`config.mk`:
```
export PLATFORM = sky130hd
export DESIGN_NAME = gccb_alu
export DESIGN_NICKNAME = d
export VERILOG_FILES = /design/src/design/gccb_pkg.sv /design/src/design/gccb_alu.sv
export SDC_FILE = /design/constraint.sdc
export NUM_CORES = 1
export LEC_CHECK = 0
export BUFFER_PORTS_ARGS = -buffer_cell sky130_fd_sc_hd__buf_2
export CAP_MARGIN = 25
export CORE_ASPECT_RATIO = 1.75
export CORE_UTILIZATION = 58
export DETAILED_ROUTE_END_ITERATION = 12
export PLACE_DENSITY = 0.95
export SETUP_SLACK_MARGIN = 0.1
export SLEW_MARGIN = 25
export SYNTH_ARGS = -nofsm -noshare
export SYNTH_HDL_FRONTEND = slang
export SYNTH_SLANG_ARGS = --single-unit
```
`constraint.sdc`:
```
create_clock -name vclk -period 14.7
set_clock_uncertainty 0.2 [all_clocks]
set_input_delay 2.94 -clock vclk [all_inputs]
set_output_delay 2.94 -clock vclk [all_outputs]
set_load 0.01 [all_outputs]
```
`src/design/gccb_pkg.sv`:
```
// Shared types and constants for the grouped compartment counter bank.
package gccb_pkg;

    // Item mode codes
    localparam logic [1:0] MODE_CENSUS = 2'd0;
    localparam logic [1:0] MODE_MOVE   = 2'd1;
    localparam logic [1:0] MODE_REPORT = 2'd2;

    // Compartment codes; zero stands for the total
    localparam logic [3:0] COMP_TOTAL = 4'd0;
    localparam logic [3:0] COMP_S     = 4'd1;
    localparam logic [3:0] COMP_I     = 4'd4;
    localparam logic [3:0] NCOMP      = 4'd9;

    // Result field width and saturation limit
    localparam int          OUT_W   = 24;
    localparam logic [23:0] OUT_MAX = 24'hFF_FFFF;

    // APB register map
    localparam int         APB_AW        = 3;
    localparam logic [0:0] REG_TOWN_MODE = 1'b0;
    localparam logic [0:0] REG_AGE_MODE  = 1'b1;

    // Operations of the shared saturating unit
    typedef enum logic [1:0] {
        ALU_INC,
        ALU_DEC,
        ALU_ACC
    } t_alu_op;

    // Write enables of the three counter memories
    typedef struct packed {
        logic pop;
        logic nw;
        logic tot;
    } t_wr_en;

endpackage

```
`src/design/gccb_alu.sv`:
```
// Shared saturating increment, decrement and accumulate unit.
module gccb_alu #(
    parameter  int COUNT_WIDTH = 24,
    localparam int AW = (COUNT_WIDTH > gccb_pkg::OUT_W) ? COUNT_WIDTH : gccb_pkg::OUT_W
) (
    input  gccb_pkg::t_alu_op i_op,
    input  logic [AW-1:0]     i_a,
    input  logic [AW-1:0]     i_b,
    output logic [AW-1:0]     o_y
);
    import gccb_pkg::*;

    localparam int AW1 = AW + 1;

    logic [AW1-1:0] w_addend;
    logic [AW1-1:0] w_sum;
    logic [AW1-1:0] w_limit;
    logic [AW-1:0]  w_dec;
    logic [AW-1:0]  w_sat;

    // accumulate adds the operand, increment adds one
    assign w_addend = (i_op == ALU_ACC) ? {1'b0, i_b} : AW1'(1);
    assign w_sum    = {1'b0, i_a} + w_addend;
    assign w_limit  = (i_op == ALU_ACC) ? AW1'(OUT_MAX) : AW1'({COUNT_WIDTH{1'b1}});
    assign w_sat    = (w_sum > w_limit) ? w_limit[AW-1:0] : w_sum[AW-1:0];
    // decrement holds at zero
    assign w_dec    = (i_a == '0) ? '0 : i_a - AW'(1);

    always_comb begin
        case (i_op)
            ALU_INC: o_y = w_sat;
            ALU_ACC: o_y = w_sat;
            ALU_DEC: o_y = w_dec;
            default: o_y = i_a;
        endcase
    end

endmodule

```
==> flow_summary_export.csv <==
group,metric,value,unit
floorplanning,core-area,0.00363,mm²
sta,tightest_slew,0.987,ns
layout,nFillCells,329,
setup_path,end_kind,"output port",
synthesis,synthTopCellsByArea,"ha_1 15%, a21oi_1 8.2%, and2_1 6.8%",
global_route,grt_use_total,33.9,%
sta,min_period,10.08,ns
floorplanning,start_util,60.7,%
pwr,peakVddDrop,0.0237,mV
route,dr.pass1.iters,4,
sta,slew_violations,0,
layout,diodes,0,
synthesis,yosys.cell_types.count,47,
synthesis,yosysWarnings,0,
setup_path,path_buf_inv,3,
route,wire_per_inst,16.1,µm
cts,cts_setup_buffers,0,
synthesis,synth_cells,338,
synthesis,synth_top_area_share,14.8,%
layout,layout-drive-gt1-share,21.4,%
route,viasPerCell,6.70,
synthesis,yosysSeqAreaShare,0,%
floorplanning,die_h,83.5,µm
floorplanning,die_w,48.6,µm
global_route,grt_max_degree,31,
synthesis,syn_avg_cell_area,6.52,µm²
setup_path,worstPathCellList,"buf_2 > nor2b_1 > buf_4 > and2_1 > ha_1 > a21oi_1 > o211ai_1 > o21ai_0 > o21ai_0 > a211o_1 > a2111oi_0 > xor2_1 > a32oi_1 > buf_2",
sta,maxSlewHeadroom,33.6,%
pwr,switching_power,49.7,µW
sta,rsz0062_at_grt,"no",
global_route,grt_pass1_vias,2762,
global_route,grt_pass1_wl,11.6,mm
pwr,p_int,36.0,µW
setup_path,cp_max_fo,29,
hold_path,min_from,"i_a[23]",
hold_path,hold_path_class,"in2out",
floorplanning,pin_count,74,
layout,n_clock_buffer,0,
setup_path,crit_family,"compound AO/OA/AOI/OAI gates",
global_route,overflow,0,
setup_path,crit_required,11.56,ns
route,drt_iter0_drc,135,
sta,hold_viol_final,0,
route,ant_nets,0,
placed_design,dp_hpwl,5.59,mm
pwr,p_sw_share,58.0,%
setup_path,critPathSlowestCell,"nor2b_1",
global_route,antenna_found_initial,0,
synthesis,synth_top_area_cell,"ha_1",
sta,max_freq,99.2,MHz
pwr,p_leak,1.19,nW
route,drc,0,
pwr,clkPwrFrac,0,%
layout,fin_nets,477,
sta,finalSetupTns,0,ns
synthesis,synthTopCellsByCount,"36 x a21oi_1, 34 x nor2_1, 26 x ha_1, 26 x o21ai_0, 24 x and2_1",
setup_path,crit_path_start,"i_op[1]",
sta,min_period_over_period,68.6,%
layout,design.seq.count,0,
synthesis,synth_area,0.00220,mm²
floorplanning,die-area,0.00406,mm²
synthesis,yosysMostFrequentCell,"a21oi_1",
setup_path,worstSetupPathType,"in2out",
cts,ctsHoldBuffers,0,
route,vias,2976,
floorplanning,std_cell_rows,29,
sta,finalSetupViolCount,0,
placed_design,io_buffer_count,74,
hold_path,whs_path_depth,4,
hold_path,hold_end,"o_y[23]",
outcome,status,"finished clean",
setup_path,cpPeakStageDelay,0.72,ns
layout,seqCellArea,0,µm²
cts,cts_resized,0,
pwr,pwr-share-seq,0,%
pwr,power_frac_comb,100.0,%
layout,utilization,71.3,%
placed_design,gp_congestion,0.982,
route,routed_wl,7.15,mm
layout,area_growth,17.4,%
pwr,power_per_cell_area,33.1,mW/mm²
run,cap_violations,0,
placed_design,placed_cells,444,
layout,final_cells,444,
setup_path,startpoint_type,"input port",
setup_path,arrival,6.94,ns
synthesis,synth_nets,415,
-- tightest hold or removal path, delay by kind of cell --
family	cells	cell delay, ns
buf+inv	2	0.26
simple gates	1	0.05
compound gates	1	0.10
-- how the worst max path moves through the flow --
stage	slack, ns	cells past startpoint	end
2_1_floorplan	5.67	14	o_y[23]
3_3_place_gp	4.77	14	o_y[23]
3_5_place_dp	4.66	14	o_y[23]
4_1_cts	4.66	14	o_y[23]
5_1_grt	4.28	14	o_y[23]
6_report	4.62	14	o_y[23]
-- layout make-up --
type               instances  area (µm²)  area share (%)
multi-input cells        312        2100            81.3
repair buffers            77         393            15.2
well taps                 46        57.6            2.23
inverters                  9        33.8            1.31
-- kinds of logic after synthesis --
logic type / synth area share [%]
buf+inv: 4.60
simple gates: 32.9
compound gates: 38.1
xor+xnor: 8.75
fa+ha+maj: 15.7
-- layer usage --
metal / vias to the layer above / GRT usage, % / part of all wire [%]
met5: - / 0 / 0
met4: 0 / 17.1 / 5.4
met3: 44 / 2.37 / 6.7
met2: 181 / 63.6 / 51
met1: 1348 / 37.0 / 37
li1: 1403 / - / -
-- power by group through the flow --
stage | clock (mW) | combinational (mW) | sequential [mW]
6_report | 0 | 0.0857 | 0
5_1_grt | 0 | 0.0931 | 0
4_1_cts | 0 | 0.0838 | 0
3_5_place_dp | 0 | 0.0835 | 0
3_3_place_gp | 0 | 0.0816 | 0
2_1_floorplan | 0 | 0.0540 | 0
-- stage by stage --
step	worst slack, ns	cell area [µm²]	hold WS (ns)	power (mW)
3_5_place_dp	4.66	2590	6.09	0.0835
6_report	4.62	2590	6.09	0.0857
3_3_place_gp	4.77	2590	6.10	0.0816
2_1_floorplan	5.67	2200	5.85	0.0540
5_1_grt	4.28	2590	6.12	0.0931
4_1_cts	4.66	2590	6.09	0.0838
-- cell usage in the layout (no fill, tap or decap), types with 7 or more instances in the layout --
master / n
ha_1: 26
inv_1: 9
nor3_1: 9
a21oi_1: 36
xor2_1: 13
o21ai_0: 26
nor2b_1: 7
xnor2_1: 9
buf_2: 74
nor2_1: 34
nand3_1: 7
nand2_1: 20
a21o_1: 12
and2_1: 24
a32oi_1: 16
Note: power is estimated with default switching activity, not from simulation.
