[src/design/gccb_pkg.sv]
// Shared types and constants for the grouped compartment counter bank.
package gccb_pkg;

    // Item mode codes
    localparam logic [1:0] MODE_CENSUS = 2'd0;
    localparam logic [1:0] MODE_MOVE   = 2'd1;
    localparam logic [1:0] MODE_REPORT = 2'd2;

    // Compartment codes; zero stands for the total
    localparam logic [3:0] COMP_TOTAL = 4'd0;
    localparam logic [3:0] COMP_S     = 4'd1;
    localparam logic [3:0] COMP_I     = 4'd4;
    localparam logic [3:0] NCOMP      = 4'd9;

    // Result field width and saturation limit
    localparam int          OUT_W   = 24;
    localparam logic [23:0] OUT_MAX = 24'hFF_FFFF;

    // APB register map
    localparam int         APB_AW        = 3;
    localparam logic [0:0] REG_TOWN_MODE = 1'b0;
    localparam logic [0:0] REG_AGE_MODE  = 1'b1;

    // Operations of the shared saturating unit
    typedef enum logic [1:0] {
        ALU_INC,
        ALU_DEC,
        ALU_ACC
    } t_alu_op;

    // Write enables of the three counter memories
    typedef struct packed {
        logic pop;
        logic nw;
        logic tot;
    } t_wr_en;

endpackage

[src/design/gccb_regs.sv]
// APB configuration registers: town_mode and age_mode.
module gccb_regs (
    input  logic                         i_clk,
    input  logic                         i_rst_n,
    input  logic                         psel,
    input  logic                         penable,
    input  logic                         pwrite,
    input  logic [gccb_pkg::APB_AW-1:0]  paddr,
    input  logic [31:0]                  pwdata,
    output logic [31:0]                  prdata,
    output logic                         pready,
    output logic                         o_town_mode,
    output logic                         o_age_mode
);
    import gccb_pkg::*;

    logic r_town_mode;
    logic r_age_mode;
    logic w_wr;

    assign pready = 1'b1;
    assign w_wr   = psel && penable && pwrite;

    // register writes, taken in the access phase
    always_ff @(posedge i_clk) begin
        if (!i_rst_n) begin
            r_town_mode <= 1'b0;
            r_age_mode  <= 1'b0;
        end else if (w_wr) begin
            case (paddr[2:2])
                REG_TOWN_MODE: r_town_mode <= pwdata[0];
                REG_AGE_MODE:  r_age_mode  <= pwdata[0];
                default: ;
            endcase
        end
    end

    // read mux
    always_comb begin
        case (paddr[2:2])
            REG_TOWN_MODE: prdata = {31'd0, r_town_mode};
            REG_AGE_MODE:  prdata = {31'd0, r_age_mode};
            default:       prdata = 32'd0;
        endcase
    end

    assign o_town_mode = r_town_mode;
    assign o_age_mode  = r_age_mode;

endmodule

[config.mk]
export PLATFORM = sky130hd
export DESIGN_NAME = gccb_regs
export DESIGN_NICKNAME = d
export VERILOG_FILES = /design/src/design/gccb_pkg.sv /design/src/design/gccb_regs.sv
export SDC_FILE = /design/constraint.sdc
export NUM_CORES = 1
export LEC_CHECK = 0
export BUFFER_PORTS_ARGS = -buffer_cell sky130_fd_sc_hd__buf_2
export CORE_AREA = 10 10 53 55
export DETAILED_ROUTE_END_ITERATION = 12
export DIE_AREA = 0 0 63 65
export PLACE_DENSITY = 0.82
export SLEW_MARGIN = 10
export SYNTH_ARGS = -nofsm -noshare
export SYNTH_HDL_FRONTEND = slang
export SYNTH_SLANG_ARGS = --single-unit
[constraint.sdc]
create_clock -name i_clk -period 0.8 [get_ports i_clk]
set_input_delay 0.16 -clock i_clk [delete_from_list [all_inputs] [get_ports i_clk]]
set_output_delay 0.16 -clock i_clk [all_outputs]
set_load 0.1 [all_outputs]
==> results.yml, run 1 <==
status:
  status: "complete, but fails checks"
  failed_checks: "negative setup slack"
floorplan:
  fp-row-count: 16
  die_area_um2: 4100
  die_w_um: 63
  top_level_ports: 75
  fp.dieH_um: 65
  core_area_um2: 1860
  start_util_pct: 18.5
placement:
  post-dp-hpwl_um: 705
  place.gp.congestion: 0.645
  place_inst: 80
  dpl_cell_area_um2: 368
  post-place-ws_ns: -0.121
  portBuffers: 9
power_and_ir_drop:
  power_frac_seq_pct: 9.3
  p_leak_nw: 0.239
  internal-power_mw: 0.300
  ir_drop_v: 0.000783
  p_switching_mw: 0.759
  power.density_nw_per_um2: 2540
  pwr-share-clk_pct: 21.2
  swShare_pct: 71.7
  pwr-share-comb_pct: 69.5
  p_total_mw: 1.06
clock_tree:
  cts_hold_buf: 0
  path_clk_slew_ns: 0.03
  root_buffer: "clkbuf_4"
  worstSkewPairLatency_ns: 0.23
  htreeDepth: 1
  cts_made_buffers: 3
  clock-sinks: 2
  cts_buffer_depth: 2
  cts_tree: "done"
worst_setup_path:
  cp-startpoint: "o_town_mode$_SDFFE_PN0P_"
  start_kind: "flip-flop"
  crit_path_max_fanout: 2
  crit_arrival_ns: 0.99
  rr_startpoint: "o_town_mode$_SDFFE_PN0P_"
  worstSetupPathType: "reg -> out"
  reg2reg_to: "o_town_mode$_SDFFE_PN0P_"
  end_kind: "primary output"
  slowest_stage: "dfxtp_4"
  cp.required_ns: 0.64
  path_cells: "mux2_4, buf_12"
  rr_worst_depth: 4
  crit_end: "prdata[0]"
  reg2reg_slack_ns: 0.02
  cpPeakStageDelay_ns: 0.32
logic_synthesis:
  yosys.cell_types.count: 8
  yosys-top-cells-area: "buf_4 (70%), dfxtp_1 (12%), mux2i_1 (5.8%), mux2_2 (3.3%), nand2_1 (3.3%)"
  synthCells: 44
  avgSynthCellArea_um2: 7.85
  synthSimpleGateAreaFrac_pct: 7.61
  ys_ff_latch: 2
  synth_area_um2: 345
  synth_top_area_share_pct: 69.6
  synth_fa_ha_area_share_pct: 0
  yosys_warnings: 0
  netlist.top_cell.by_area: "buf_4"
  synthXorXnorAreaFrac_pct: 0
  synth_top_family_by_area: "buffers and inverters"
  synth_seq_area_share_pct: 11.6
  synth.mux.area_fraction_pct: 9.06
  synth_compound_area_share_pct: 0
sta:
  timing.fmax_mhz: 867
  timing.final.crit_share_pct: 144
  finalCriticalPeriod_ns: 1.15
  fin_setup_tns_ns: -0.845
  maxSlewViolCount: 0
  grt_setup_unrepaired: "true"
  setup_ws_ns: -0.353
  clock-skew-final_ns: 0
  finalHoldViolations: 0
  setup_viol: 3
  holdWs_ns: 0.197
cells_and_area:
  fin_nets: 100
  post-route-util_pct: 22.4
  diodes: 0
  drive_gt1_share_pct: 32.8
  area_delta_synth_final_pct: 20.7
  design_area_um2: 417
  stdcell_count: 85
run:
  cap_violations: 0
drt:
  firstDrtPassIters: 4
  drt_wl_total_um: 776
  via_per_inst: 2.56
  ant_nets: 0
  route.detailed.drc: 0
  vias: 218
  wire_per_inst_um: 9.13
  drt_iter0_markers: 1
global_route:
  grt_pass1_vias: 264
  grt_util_all_layers_pct: 3.43
  grt_max_degree: 4
  antenna_found_initial: 0
  grt_overflow_total: 0
  grt_pass1_wl_um: 1110
worst_hold_path:
  hp-class: "in -> reg"
[cells in the mapped netlist]
cell type	number
buf_4	32
conb_1	2
dfxtp_1	2
mux2_2	1
mux2i_1	2
nand2_1	3
nand4_1	1
nand4b_1	1
[power by group through the flow]
stage | combinational (mW) | clock [mW] | sequential [mW]
floorplan | 0.790 | 0 | 0.116
global placement | 0.721 | 0 | 0.0998
detailed placement | 0.722 | 0 | 0.0999
CTS | 0.727 | 0.240 | 0.0987
global route | 0.750 | 0.238 | 0.0990
finish | 0.736 | 0.224 | 0.0988
[layout by cell type (no fill, tap or decap), drive strengths merged]
cell type,n
conb,32
nand4b,1
nand2,3
clkbuf,3
nand4,1
dfxtp,2
mux2,1
buf,13
mux2i,2
[what timing repair did]
action | in CTS | in global routing
endpoints found under the setup margin | 3 | 4
gates cloned | 0 | 0
resized for setup | 2 | 2
setup buffers | 2 | 1
[cells by family (layout without fill, tap and decap cells)]
logic type    after synthesis  in the layout
buf+inv                    32             16
mux                         3              3
simple gates                5              5
flops                       2              2
other cells                 2             32
[sequential cells by signal (all words and copies together) (netlist names)]
name,cells
o_town_mode,1
o_age_mode,1
[worst max-delay path: cells and delay by family (launching register included)]
kind / cells / cell delay, ns
flops: 1 / 0.32
mux: 1 / 0.27
buf+inv: 1 / 0.17
[layout make-up]
| class | count | area, um2 |
|---|---|---|
| clock buffers | 3 | 22.5 |
| fillers | 216 | 1450 |
| multi-input cells | 40 | 181 |
| flip-flops and latches | 2 | 47.5 |
| well taps | 27 | 33.8 |
| repair buffers | 13 | 131 |
[worst min-delay path by stage]
stage | to | slack [ns] | from | cells past startpoint
2_1_floorplan | o_age_mode$_SDFFE_PN0P_ | 0.30 | i_rst_n | 2
3_3_place_gp | o_age_mode$_SDFFE_PN0P_ | 0.43 | i_rst_n | 3
3_5_place_dp | o_age_mode$_SDFFE_PN0P_ | 0.44 | i_rst_n | 3
4_1_cts | o_age_mode$_SDFFE_PN0P_ | 0.19 | i_rst_n | 3
5_1_grt | o_town_mode$_SDFFE_PN0P_ | 0.21 | i_rst_n | 3
6_report | o_age_mode$_SDFFE_PN0P_ | 0.20 | i_rst_n | 3
[per-layer routing]
layer	global-route usage, %	share of wire, %
met5	0	0
met4	3.35	2.2
met3	2.41	15
met2	6.09	57
met1	2.30	26
No activity file was read; power rests on OpenSTA's default activity.
==> inputs of run 2 (changes only) <==
--- a/config.mk
+++ b/config.mk
@@ -10,6 +10,7 @@
 export DETAILED_ROUTE_END_ITERATION = 12
 export DIE_AREA = 0 0 63 65
 export PLACE_DENSITY = 0.82
+export RECOVER_POWER = 100
 export SLEW_MARGIN = 10
 export SYNTH_ARGS = -nofsm -noshare
 export SYNTH_HDL_FRONTEND = slang
==> run 2 against run 1 <==
The flow still finishes with violations (negative setup slack). Utilization down 0.40 points. Wire length up 0.13%. First-iteration DRC count unchanged. Maximum frequency about the same. Clock skew unchanged. Via count down 0.46%. Hold slack about the same. Clock power about the same. Cell count unchanged. Sequential power about the same. Die area unchanged. Setup slack about the same.
==> results.yml, run 2 (synthesis gave the netlist of run 1 again) <==
sta:
  grt_setup_unrepaired: "true"
  clock-skew-final_ns: 0
  timing.final.crit_share_pct: 144
  timing.fmax_mhz: 867
  finalHoldViolations: 0
  finalCriticalPeriod_ns: 1.15
  setup_ws_ns: -0.353
  setup_viol: 3
  maxSlewViolCount: 0
power_and_ir_drop:
  pwr-share-clk_pct: 21.2
  p_total_mw: 1.06
  internal-power_mw: 0.298
  power_frac_seq_pct: 9.3
  swShare_pct: 71.8
  p_leak_nw: 0.234
  power.density_nw_per_um2: 2580
  ir_drop_v: 0.000780
  p_switching_mw: 0.759
  pwr-share-comb_pct: 69.5
drt:
  vias: 217
  firstDrtPassIters: 4
  via_per_inst: 2.55
  route.detailed.drc: 0
  drt_iter0_markers: 1
  drt_wl_total_um: 777
  ant_nets: 0
  wire_per_inst_um: 9.14
cells_and_area:
  mostFrequentLayoutCells: "conb_1 (32), buf_2 (6), nand2_1 (3), clkbuf_4 (3), buf_12 (3)"
  nFillCells: 216
  regArea_um2: 47.5
  multi_input_area_um2: 181
  design_area_um2: 409
  diodes: 0
  area_delta_synth_final_pct: 18.5
  layout_commonest_cell: "conb_1"
  fin_nets: 100
  drive_gt1_share_pct: 31.0
placement:
  place.gp.congestion: 0.645
  portBuffers: 9
  dpl_cell_area_um2: 368
  post-dp-hpwl_um: 705
floorplan:
  core_area_um2: 1860
  die_w_um: 63
  start_util_pct: 18.5
  top_level_ports: 75
  fp-row-count: 16
  die_area_um2: 4100
  fp.dieH_um: 65
clock_tree:
  path_clk_slew_ns: 0.03
  htreeDepth: 1
  worstSkewPairLatency_ns: 0.23
  clock-sinks: 2
  root_buffer: "clkbuf_4"
  cts_tree: "done"
  cts_made_buffers: 3
  cts_hold_buf: 0
  cts_buffer_depth: 2
worst_setup_path:
  worstSetupPathType: "reg -> out"
  cp.required_ns: 0.64
  crit_path_max_fanout: 2
  crit_arrival_ns: 0.99
  end_kind: "primary output"
  start_kind: "flip-flop"
  reg2reg_slack_ns: 0.02
worst_hold_path:
  hp-class: "in -> reg"
status:
  failed_checks: "negative setup slack"
  status: "complete, but fails checks"
run:
  cap_violations: 0
global_route:
  grt_max_degree: 4
  grt_util_all_layers_pct: 3.43
  grt_pass1_vias: 264
  antenna_found_initial: 0
  grt_overflow_total: 0
  grt_pass1_wl_um: 1110
## run 2: cell types whose count changed in the layout (fill, tap and decap cells not counted)
cell,before,now
buf_6,3,2
clkbuf_1,0,1
## run 2: power groups by stage
stage / clock network [mW] / logic [mW] / registers (mW)
after floorplan: 0 / 0.790 / 0.116
after global placement: 0 / 0.721 / 0.0998
after detailed placement: 0 / 0.722 / 0.0999
after CTS: 0.240 / 0.727 / 0.0987
after global routing: 0.238 / 0.748 / 0.0990
final: 0.224 / 0.735 / 0.0988
## run 2: through the flow
step	hold slack, ns	instances	util (%)	setup TNS (ns)	setup WS, ns
after floorplan	0.300	74	-	-0.287	-0.287
after global placement	0.426	80	19.8	-0.120	-0.120
after detailed placement	0.436	80	19.8	-0.121	-0.121
after CTS	0.194	85	22.2	-0.873	-0.364
after global routing	0.210	85	22.0	-0.902	-0.370
final	0.197	85	22.0	-0.842	-0.353
## run 2: per-layer routing
| metal | global-route usage (%) | up-vias | routed length [um] |
|---|---|---|---|
| met3 | 2.41 | 2 | 117 |
| met1 | 2.30 | 92 | 203 |
| met5 | 0 | - | 0 |
| met4 | 3.35 | 0 | 17 |
| met2 | 6.09 | 22 | 438 |
| li1 | - | 101 | - |
## run 2: layout make-up
class | instances | area share, %
multi-input combinational | 40 | 44.3
sequential | 2 | 11.6
timing repair buffer | 13 | 30.3
tap | 27 | 8.26
clock buffer | 3 | 5.50
## run 2: worst paths after layout
kind                                            endpoint                startpoint  cells after the start
worst max-delay path                           prdata[0]  o_town_mode$_SDFFE_PN0P_                      2
worst min-delay path             o_age_mode$_SDFFE_PN0P_                   i_rst_n                      3
worst min register to register   o_age_mode$_SDFFE_PN0P_   o_age_mode$_SDFFE_PN0P_                      4
worst max register to register  o_town_mode$_SDFFE_PN0P_  o_town_mode$_SDFFE_PN0P_                      4
## run 2: critical path: stages, from the launching register on
cell	delay (ns)
dfxtp_4	0.32
mux2_4	0.27
buf_12	0.17
## run 2: what timing repair did
item	CTS	global route
endpoints found under the setup margin	3	4
resized for setup	2	2
hold endpoints to repair	0	0
buffers inserted	2	1
